**src/sv/wsd_pkg.sv**
```systemverilog
package wsd_pkg;

   // Result kinds carried on rsp_tuser.
   localparam logic [1:0] KIND_PAYLOAD = 2'd0;
   localparam logic [1:0] KIND_EMPTY   = 2'd1;
   localparam logic [1:0] KIND_ERROR   = 2'd2;

   typedef struct packed {
      logic [7:0] out_byte;
      logic [1:0] kind;
      logic       last;
   } rsp_word_type;

endpackage

```
**src/sv/wsd_skid.sv**
```systemverilog
module wsd_skid
   import wsd_pkg::*;
(
   input  logic         clock,
   input  logic         reset,
   input  logic         push,
   input  rsp_word_type push_word,
   output logic         push_ready,
   output logic         out_valid,
   input  logic         out_ready,
   output rsp_word_type out_word
);

   logic         out_valid_ff, out_valid_in;
   logic         skid_valid_ff, skid_valid_in;
   rsp_word_type out_word_ff, out_word_in;
   rsp_word_type skid_word_ff, skid_word_in;

   // The skid entry catches a word that arrives while the output word is stalled.
   assign push_ready = !skid_valid_ff;
   assign out_valid  = out_valid_ff;
   assign out_word   = out_word_ff;

   always_comb begin
      out_valid_in  = out_valid_ff;
      skid_valid_in = skid_valid_ff;
      out_word_in   = out_word_ff;
      skid_word_in  = skid_word_ff;
      if (!out_valid_ff || out_ready) begin
         if (skid_valid_ff) begin
            out_valid_in  = 1'b1;
            out_word_in   = skid_word_ff;
            skid_valid_in = 1'b0;
         end else begin
            out_valid_in = push;
            out_word_in  = push_word;
         end
      end else if (push) begin
         skid_valid_in = 1'b1;
         skid_word_in  = push_word;
      end
   end

   always_ff @(posedge clock) begin
      if (reset) begin
         out_valid_ff  <= 1'b0;
         skid_valid_ff <= 1'b0;
      end else begin
         out_valid_ff  <= out_valid_in;
         skid_valid_ff <= skid_valid_in;
      end
      out_word_ff  <= out_word_in;
      skid_word_ff <= skid_word_in;
   end

endmodule

```
**src/sv/websocket_frame_deframer.sv**
```systemverilog
// A payload, empty-frame or error word is built from the accepted byte that causes it and
// registered in the wsd_skid output stage (or its skid entry, while the output is stalled).
// Throughput: one byte per cycle; the header parser updates its state on each accepted byte
// and a two-entry output stage keeps req_tready high while one result word is stalled.
// Reset (synchronous, active high) returns the parser to the first header byte, sets
// the length limit to 1048576 and empties the output stage.
module websocket_frame_deframer
   import wsd_pkg::*;
(
   input  logic        clock,
   input  logic        reset,
   input  logic        csr_wen,
   input  logic [23:0] csr_wdata,   // max_payload_len
   input  logic        req_tvalid,
   output logic        req_tready,
   input  logic [7:0]  req_tdata,   // [7:0] in_byte
   output logic        rsp_tvalid,
   input  logic        rsp_tready,
   output logic [7:0]  rsp_tdata,   // [7:0] out_byte
   output logic [1:0]  rsp_tuser,   // [1:0] kind
   output logic        rsp_tlast
);

   localparam logic [2:0] PH_HDR0    = 3'd0;
   localparam logic [2:0] PH_HDR1    = 3'd1;
   localparam logic [2:0] PH_EXT16   = 3'd2;
   localparam logic [2:0] PH_EXT64   = 3'd3;
   localparam logic [2:0] PH_MASK    = 3'd4;
   localparam logic [2:0] PH_PAYLOAD = 3'd5;
   localparam logic [2:0] PH_CLOSED  = 3'd6;

   localparam logic [6:0] LEN_CODE16 = 7'd126;
   localparam logic [6:0] LEN_CODE64 = 7'd127;
   localparam logic [23:0] MAX_LEN_RESET = 24'd1048576;

   logic [23:0] max_len_ff;
   logic [2:0]  phase_ff, phase_in;
   logic        mask_ff, mask_in;
   logic [23:0] len_ff, len_in;
   logic        over_ff, over_in;
   logic [2:0]  cnt_ff, cnt_in;
   logic [31:0] key_ff, key_in;
   logic [23:0] pos_ff, pos_in;

   logic         accept;
   logic         push;
   logic         len_done;
   logic         hdr_done;
   logic [24:0]  pos_next;
   logic [7:0]   key_byte;
   rsp_word_type push_word;
   rsp_word_type out_word;

   assign accept = req_tvalid && req_tready;

   always_comb begin
      phase_in  = phase_ff;
      mask_in   = mask_ff;
      len_in    = len_ff;
      over_in   = over_ff;
      cnt_in    = cnt_ff;
      key_in    = key_ff;
      pos_in    = pos_ff;
      push      = 1'b0;
      push_word = '0;
      len_done  = 1'b0;
      hdr_done  = 1'b0;
      pos_next  = {1'b0, pos_ff} + 25'd1;
      unique case (pos_ff[1:0])
         2'd0: key_byte = key_ff[31:24];
         2'd1: key_byte = key_ff[23:16];
         2'd2: key_byte = key_ff[15:8];
         default: key_byte = key_ff[7:0];
      endcase

      if (accept) begin
         unique case (phase_ff)
            PH_HDR0: begin
               phase_in = PH_HDR1;
            end
            PH_HDR1: begin
               mask_in = req_tdata[7];
               key_in  = '0;
               cnt_in  = '0;
               len_in  = '0;
               over_in = 1'b0;
               if (req_tdata[6:0] == LEN_CODE16) begin
                  phase_in = PH_EXT16;
               end else if (req_tdata[6:0] == LEN_CODE64) begin
                  phase_in = PH_EXT64;
               end else begin
                  len_in   = {17'd0, req_tdata[6:0]};
                  len_done = 1'b1;
               end
            end
            PH_EXT16: begin
               len_in = {8'd0, len_ff[7:0], req_tdata};
               if (cnt_ff >= 3'd1) begin
                  len_done = 1'b1;
               end else begin
                  cnt_in = cnt_ff + 3'd1;
               end
            end
            PH_EXT64: begin
               // Bits shifted past the 24-bit window can only make the frame oversize.
               over_in = over_ff || (len_ff[23:16] != 8'd0);
               len_in  = {len_ff[15:0], req_tdata};
               if (cnt_ff >= 3'd7) begin
                  len_done = 1'b1;
               end else begin
                  cnt_in = cnt_ff + 3'd1;
               end
            end
            PH_MASK: begin
               key_in = {key_ff[23:0], req_tdata};
               if (cnt_ff >= 3'd3) begin
                  hdr_done = 1'b1;
               end else begin
                  cnt_in = cnt_ff + 3'd1;
               end
            end
            PH_PAYLOAD: begin
               push               = 1'b1;
               push_word.out_byte = req_tdata ^ key_byte;
               push_word.kind     = KIND_PAYLOAD;
               push_word.last     = (pos_next >= {1'b0, len_ff});
               pos_in             = pos_next[23:0];
               if (push_word.last) begin
                  phase_in = PH_HDR0;
                  pos_in   = '0;
               end
            end
            default: begin
            end
         endcase

         if (len_done) begin
            cnt_in = '0;
            if (mask_in) begin
               phase_in = PH_MASK;
            end else begin
               hdr_done = 1'b1;
            end
         end

         if (hdr_done) begin
            cnt_in = '0;
            pos_in = '0;
            priority if (over_in || (len_in > max_len_ff)) begin
               phase_in       = PH_CLOSED;
               push           = 1'b1;
               push_word.kind = KIND_ERROR;
               push_word.last = 1'b1;
            end else if (len_in == 24'd0) begin
               phase_in       = PH_HDR0;
               push           = 1'b1;
               push_word.kind = KIND_EMPTY;
               push_word.last = 1'b1;
            end else begin
               phase_in = PH_PAYLOAD;
            end
         end
      end
   end

   always_ff @(posedge clock) begin
      if (reset) begin
         max_len_ff <= MAX_LEN_RESET;
         phase_ff   <= PH_HDR0;
         mask_ff    <= 1'b0;
         cnt_ff     <= '0;
         over_ff    <= 1'b0;
      end else begin
         if (csr_wen) begin
            max_len_ff <= csr_wdata;
         end
         phase_ff <= phase_in;
         mask_ff  <= mask_in;
         cnt_ff   <= cnt_in;
         over_ff  <= over_in;
      end
      len_ff <= len_in;
      key_ff <= key_in;
      pos_ff <= pos_in;
   end

   wsd_skid u_skid (
      .clock      (clock),
      .reset      (reset),
      .push       (push),
      .push_word  (push_word),
      .push_ready (req_tready),
      .out_valid  (rsp_tvalid),
      .out_ready  (rsp_tready),
      .out_word   (out_word)
   );

   assign rsp_tdata = out_word.out_byte;
   assign rsp_tuser = out_word.kind;
   assign rsp_tlast = out_word.last;

   // A full skid entry means the output word is stalled and still valid.
   a_skid_behind_out: assert property (@(posedge clock) disable iff (reset)
      !req_tready |-> rsp_tvalid)
      else $error("skid entry full without a valid output word");

   a_closed_silent: assert property (@(posedge clock) disable iff (reset)
      (phase_ff == PH_CLOSED) |-> !push)
      else $error("result produced after a closed connection");

   a_payload_len_ok: assert property (@(posedge clock) disable iff (reset)
      (phase_ff == PH_PAYLOAD) |-> (!over_ff && (len_ff != 24'd0) && (pos_ff < len_ff)))
      else $error("payload phase with an invalid frame length");

   a_error_closes: assert property (@(posedge clock) disable iff (reset)
      (push && (push_word.kind == KIND_ERROR)) |=> (phase_ff == PH_CLOSED))
      else $error("error result did not close the parser");

endmodule
```
**config.mk**
```make
export PLATFORM = sky130hd
export DESIGN_NAME = websocket_frame_deframer
export DESIGN_NICKNAME = d
export VERILOG_FILES = /design/src/sv/wsd_pkg.sv /design/src/sv/wsd_skid.sv /design/src/sv/websocket_frame_deframer.sv
export SDC_FILE = /design/constraint.sdc
export NUM_CORES = 1
export LEC_CHECK = 0
export BUFFER_PORTS_ARGS = -buffer_cell sky130_fd_sc_hd__buf_2
export CORE_MARGIN = 4
export CORE_UTILIZATION = 61
export DETAILED_ROUTE_END_ITERATION = 6
export HOLD_SLACK_MARGIN = 0.05
export PLACE_DENSITY = 0.91
export SLEW_MARGIN = 30
export SYNTH_ARGS = -nofsm -noshare
export SYNTH_HDL_FRONTEND = slang
export SYNTH_SLANG_ARGS = --single-unit
```
**constraint.sdc**
```tcl
create_clock -name clock -period 5.4 [get_ports clock]
set_clock_uncertainty 0.2 [all_clocks]
set_input_delay 0.27 -clock clock [delete_from_list [all_inputs] [get_ports clock]]
set_output_delay 0.27 -clock clock [all_outputs]
set_load 0.05 [all_outputs]
```
==> summary.txt, run 1 <==
Floorplan
  • Die extent in y: ~120 um
  • Die Wd: 118.8 um
  • Core area: 0.01201 mm^2
  • # rows: 40
  • I/O pin count: 50
  • Starting Density: 62.30%
  • Die area: 0.01410 mm^2

Drt
  • Drt drc: 0
  • Vias: approximately 6000
  • Post-route ant nets: 0
  • Max Used Layer: met4
  • WL met3: 1494 um
  • DRT met1 WL: around 7400 um
  • Vias per cell: roughly 6.3
  • Metal2 WL: 9294 um
  • Final wirelength: 18800 um
  • WL/cell: around 20 um
  • Drt first pass iters: 7
  • Iter 0 DRT Violations: between 600 and 700

Yosys
  • Avg Cell Area, Syn: ~11 um^2
  • Syn Nets: approximately 800
  • Post-synthesis sequential area ratio: 50.03%
  • Post-synth EDFFs: between 100 and 150
  • Synth Register Bits: ~140
  • Share of synthesized flip-flops with an asynchronous set or reset: 0%
  • Yosys warning count: 0
  • Synthesized instance count: between 700 and 800
  • Synth Flop Type: edfxtp_1
  • Cell Area, Synth: approximately 0.0075 mm^2
  • Synth unique cells: 70

STA
  • Worst-margin pin slew: between 0.8 and 0.9 ns
  • Crit path time final: approximately 4.7 ns
  • Final Hold Fails: 0
  • Fmax: ~0.21 GHz
  • Final Cycle Share: 86.56%
  • Final setup viols: 0
  • Final slew viol count: 0
  • RSZ-0062 raised after global routing: no
  • Final TNS setup: 0 ns
  • Slack of the critical path: a little over 0.7 ns
  • Slew HR: 40.45%

CTS
  • Root buffer cell: clkbuf_16
  • CTS H-Tree Depth: 4
  • Clk sink count: approximately 140
  • CTS clock-pin slew for the worst setup and hold paths: ~0.060 ns
  • CTS Buf Count: 17
  • CTS tree: done
  • Postcts setup bufs: 0
  • Clock Path Buffers: 2
  • Clk_lat worst skew: about 0.44 ns

Cells and area
  • Layout Cells excl Fill: between 900 and 1000
  • P&R area growth vs syn: 16.65%
  • Total Nets Final: ~880
  • Final Cell Area: just under 0.009 mm^2
  • Share of cells above drive strength 1: a little over an eighth
  • Filler instances: roughly 750
  • N_diodes: 0
  • Area of the multi-input gates: between 0.003 and 0.004 mm^2
  • Most common library cell in the layout ignoring fill and taps: edfxtp_1
  • Most frequent cells in the layout: 102 x edfxtp_1, 59 x inv_1, 56 x ha_1, 55 x nor2_1
  • Register Area: 0.003744 mm^2

Global route
  • GRT Total Usage: between 20% and 30%
  • Largest net degree at the start of global routing: 36
  • First-pass GRT wire length: about 31000 um
  • Vias in the first global route: just over 6000
  • Initial antenna violation count: 0
  • Grt total ovfl: 0

Worst setup path
  • R2R Path Start: phase_ff[1]$_SDFFE_PP0P_
  • Worst Path Arrival: ~4.7 ns
  • Crit start category: flip-flop
  • Crit path capture type: flip-flop
  • Worst setup path start: phase_ff[1]$_SDFFE_PP0P_
  • CP Max Fanout: 15
  • Crit Path Class: flip-flop to flip-flop
  • Critical Path RT: 5.39 ns
  • Setup slack, reg-to-reg: a little over 0.7 ns

Run status
  • Status: completed

Worst hold path
  • Hold WC Path Type: primary input to flip-flop
  • Hold_sp: reset

Placed design
  • Place WS: 0.7982 ns
  • # port buffers: 49
  • Routability cong.: 0.9276
  • Final HPWL DP: approximately 13000 um
  • Area of placed instances: about 0.008 mm^2
  • Placed cell count: 885

Flow run
  • Max Cap Viol: 0

Pwr
  • Leakage: around 3.6 nW
  • PwrDens: 532.9 mW/mm^2
  • Worst vdd ir: 0.3232 mV
## final timing paths
kind	endpoint	cells after the start
worst max register to register	u_skid.skid_word_ff[5]$_DFFE_PP_	12
worst min register to register	mask_ff$_SDFFE_PP0P_	2
worst max-delay path	u_skid.skid_word_ff[5]$_DFFE_PP_	12
worst min-delay path	max_len_ff[3]$_SDFFE_PP0P_	2
## repair_timing
action / 4_1_cts / 5_1_grt
hold buffers: 32 / 0
hold endpoints to repair: 33 / 0
gates resized for setup: 0 / 0
## logic make-up (layout without fill, tap and decap cells)
kind of cell / count (synthesis) / in the layout / synth area share (%)
buf+inv: 87 / 178 / 4.681
xor+xnor: 30 / 30 / 3.511
mux: 24 / 24 / 3.210
flops: 136 / 136 / 50.03
simple gates: 251 / 251 / 17.29
fa+ha+maj: 56 / 56 / 9.363
compound gates: 127 / 127 / 11.92
## per-layer routing
metal,GRT usage (%),up-vias
li1,-,2731
met1,33.95,2838
met2,46.71,347
met3,7.177,77
met4,11.59,0
met5,0,-
## power by group
part           total, W  internal, W  leakage, nW  switching [W]
Sequential      0.00171      0.00150         1.27       0.000207
Clock           0.00114     0.000679        0.279       0.000463
Combinational   0.00180     0.000678         2.06        0.00112
## registers in the layout, indices dropped and copies added, names as in the netlist
register and count:
pos_ff 24, key_ff 32, phase_ff 3, max_len_ff 24, u_skid.out_valid 1, u_skid.out_word 11, u_skid.skid_word_ff 11, mask_ff 1
over_ff 1, cnt_ff 3, len_ff 24, u_skid.skid_valid_ff 1
## cell usage after synthesis (all sizes together) (4+ instances only)
cell / number / area (um^2)
nand2b: 5 / 31.28
and3: 27 / 168.9
ha: 56 / 700.7
or2: 4 / 27.53
nor2b: 4 / 25.02
xor2: 7 / 61.31
mux2i: 24 / 240.2
inv: 59 / 221.5
a21o: 11 / 82.58
a21oi: 24 / 120.1
o21ai: 42 / 214.0
a222oi: 8 / 80.08
dfxtp: 34 / 680.7
nor2: 59 / 229.0
o211ai: 4 / 30.03
buf: 6 / 46.28
nor4: 9 / 62.56
o22ai: 7 / 43.79
edfxtp: 102 / 3063
xnor2: 23 / 201.4
nand2: 50 / 187.7
nand4: 14 / 87.58
nand3: 25 / 125.1
and2: 34 / 212.7
nor3: 11 / 60.06
clkbuf: 22 / 82.58
## through the flow
step / power [W] / utilization [%] / hold WS (ns)
floorplan: 0.002954 / - / 0.2004
global placement: 0.003304 / 65.20 / 0.2450
detailed placement: 0.003442 / 65.20 / 0.2509
CTS: 0.004607 / 72.66 / 0.1400
global route: 0.004897 / 72.68 / 0.2026
finish: 0.004652 / 72.68 / 0.1609
## worst max-delay path: stages, from the launching register on
cell	delay (ns)
dfxtp_1	0.68
nor2b_1	0.38
and2_1	0.39
nand2_1	0.10
o21ai_0	0.12
ha_1	0.29
nand4_1	0.18
nor3_1	0.08
a2111oi_0	0.76
a22oi_1	0.35
o31ai_2	0.49
a21oi_1	0.17
buf_4	0.22
## cell type report
cell class              count  area share [%]
clock buffers              17           4.873
well taps                 147           2.107
repair buffers             87           6.994
flip-flops and latches    136           42.88
clock inverters            15           1.720
inverters                  59           2.537
multi-input cells         488           38.88
Note: power is estimated with default switching activity, not from simulation.
==> inputs of run 2 (changes only) <==
==> constraint.sdc (replaced) <==
create_clock -name clock -period 5.4 [get_ports clock]
set_clock_uncertainty 0.2 [all_clocks]
set_input_delay 1.08 -clock clock [delete_from_list [all_inputs] [get_ports clock]]
set_output_delay 1.08 -clock clock [all_outputs]
set_load 0.05 [all_outputs]
==> run 2 against run 1 <==
Sequential power hardly changed. Count of clock-buffer cells in the layout is 2 higher. Sequential share of layout area is 1.6 points higher. Total power is 0.81% lower. Clock power hardly changed. Cell count is 3.4% lower. Largest cell class unchanged. Largest power group unchanged.
==> summary.txt, run 2 (same netlist as run 1, synthesis figures left out) <==
STA
  • RSZ-0062 raised after global routing: no
  • Final TNS setup: 0 ns
  • Slack of the critical path: between 0.5 and 0.6 ns
  • Final Hold Fails: 0
  • Slew HR: approximately 40%
  • Crit path time final: 4.807 ns
  • Worst-margin pin slew: approximately 0.9 ns
  • Final setup viols: 0
  • Final slew viol count: 0
  • Fmax: approximately 0.21 GHz
  • Final Cycle Share: about nine tenths

Worst setup path
  • Crit path max-delay cell type: a2111oi_0
  • Worst r2r dst: u_skid.skid_word_ff[6]$_DFFE_PP_
  • Critical path, cell by cell: nor2b_1 > and2_1 > nand2_1 > o21ai_0 > ha_1 > nand4_1 > nor3_1 > a2111oi_0 > a22oi_1 > o31ai_2 > a21oi_1 > buf_4
  • Critical path buffer and inverter count: 1
  • Crit Path Class: flip-flop to flip-flop
  • Crit start category: flip-flop
  • Critical Path RT: 5.37 ns
  • Worst Path Arrival: ~4.8 ns
  • CP Max Fanout: 15
  • Crit path capture type: flip-flop
  • Worst setup path start: phase_ff[1]$_SDFFE_PP0P_
  • R2R cell count: 12
  • R2R Path Start: phase_ff[1]$_SDFFE_PP0P_
  • CP delay by family, top: compound AO/OA/AOI/OAI gates
  • Slowest stage delay, CP: just over 0.8 ns
  • Setup slack, reg-to-reg: about 0.59 ns

Floorplan
  • Die area: ~0.014 mm^2
  • I/O pin count: 50
  • Starting Density: 62.30%
  • # rows: 40
  • Die extent in y: roughly 120 um
  • Die Wd: 118.8 um
  • Core area: about 0.012 mm^2

CTS
  • Postcts setup bufs: 0
  • Clock Path Buffers: 2
  • Clk sink count: 136
  • Post-CTS sizing: 0
  • Root buffer cell: clkbuf_16
  • CTS clock-pin slew for the worst setup and hold paths: 0.06 ns
  • CTS H-Tree Depth: 4
  • CTS Buf Count: 17
  • Clk_lat worst skew: between 0.4 and 0.5 ns
  • Number of hold buffers added after cts: 0
  • CTS tree: done

Drt
  • Post-route ant nets: 0
  • Drt first pass iters: 7
  • Vias per cell: 6.252
  • Final wirelength: approximately 17000 um
  • WL/cell: 18.50 um
  • Drt drc: 0
  • Vias: ~5700
  • Iter 0 DRT Violations: roughly 580

Worst hold path
  • Hold_sp: mask_ff$_SDFFE_PP0P_
  • Hold path cells: 2
  • Hold WC Path Type: flip-flop to flip-flop
  • Hold Path Sink: mask_ff$_SDFFE_PP0P_

Placed design
  • Area of placed instances: around 0.0078 mm^2
  • # port buffers: 49
  • Routability cong.: between 0.9 and 1
  • Placed cell count: just under 900
  • Place WS: ~0.77 ns
  • Final HPWL DP: between 10000 and 15000 um

Global route
  • Grt total ovfl: 0
  • Vias in the first global route: approximately 5800
  • GRT Total Usage: approximately 25%
  • Largest net degree at the start of global routing: 36
  • First-pass GRT wire length: 28200 um
  • Initial antenna violation count: 0

Cells and area
  • Largest Register: key_ff
  • Most frequent cells in the layout: 102 x edfxtp_1, 59 x inv_1, 56 x ha_1, 55 x nor2_1
  • Final core utilization: a little over two thirds
  • Total Nets Final: between 800 and 900
  • Filler instances: around 850
  • Final Cell Area: 0.008414 mm^2
  • Share of cells above drive strength 1: between 10% and 20%
  • Most common library cell in the layout ignoring fill and taps: edfxtp_1
  • Layout Cells excl Fill: 917
  • N_diodes: 0
  • P&R area growth vs syn: 12.44%
  • Largest register FFs: 32

Pwr
  • Leakage: 3.463 nW
  • Worst vdd ir: 0.3144 mV
  • PwrDens: 548.4 mW/mm^2

Flow run
  • Max Cap Viol: 0

Run status
  • Status: completed
## run 2: cell types whose count changed in the layout (fill, tap and decap cells not counted)
cell / delta
clkinvlp_4: +2
clkinv_1: -2
clkinv_4: +1
dlygate4sd3_1: -32
clkbuf_1: +2
clkinv_2: -2
inv_6: -1
## run 2: stage by stage
| stage | hold slack (ns) | total power, W |
|---|---|---|
| 4_1_cts | 0.2588 | 0.004584 |
| 5_1_grt | 0.2917 | 0.004891 |
| 6_report | 0.2552 | 0.004614 |
| 2_1_floorplan | 0.2357 | 0.002954 |
| 3_5_place_dp | 0.2508 | 0.003444 |
| 3_3_place_gp | 0.2448 | 0.003325 |
## run 2: worst max path at each step
stage                                        end  slack [ns]  depth (start not counted)
2_1_floorplan   u_skid.skid_word_ff[0]$_DFFE_PP_        1.39                         12
3_3_place_gp   u_skid.skid_word_ff[10]$_DFFE_PP_        1.02                         11
3_5_place_dp   u_skid.skid_word_ff[10]$_DFFE_PP_        0.77                         12
4_1_cts        u_skid.skid_word_ff[10]$_DFFE_PP_        0.75                         12
5_1_grt         u_skid.skid_word_ff[0]$_DFFE_PP_        0.40                         12
6_report        u_skid.skid_word_ff[6]$_DFFE_PP_        0.59                         12
## run 2: layer usage
| metal | track usage [%] | wire [um] | share of wire [%] |
|---|---|---|---|
| met4 | 11.37 | 506 | 3.0 |
| met2 | 40.07 | 8031 | 47 |
| met5 | 0 | 0 | 0 |
| met1 | 31.57 | 7077 | 42 |
| met3 | 5.885 | 1347 | 7.9 |
## run 2: area by class of cell
cell class                 instances  area (um^2)  share of cell area [%]
clock buffer                      19        432.9                   5.145
clock inverter                    13        147.6                   1.755
inverter                          59        221.5                   2.632
multi-input combinational        488         3395                   40.34
sequential                       136         3744                   44.49
tap                              147        183.9                   2.186
timing repair buffer              55        290.3                   3.450
## run 2: where the power goes
part	leakage, nW	internal (W)	switching (W)
Sequential	1.27	0.00150	0.000209
Combinational	1.92	0.000659	0.00110
Clock	0.271	0.000684	0.000455
## run 2: tightest hold or removal path: stages, from the launching register on
cell     delay, ns
dfxtp_1       0.31
nand2_1       0.05
a21oi_1       0.05
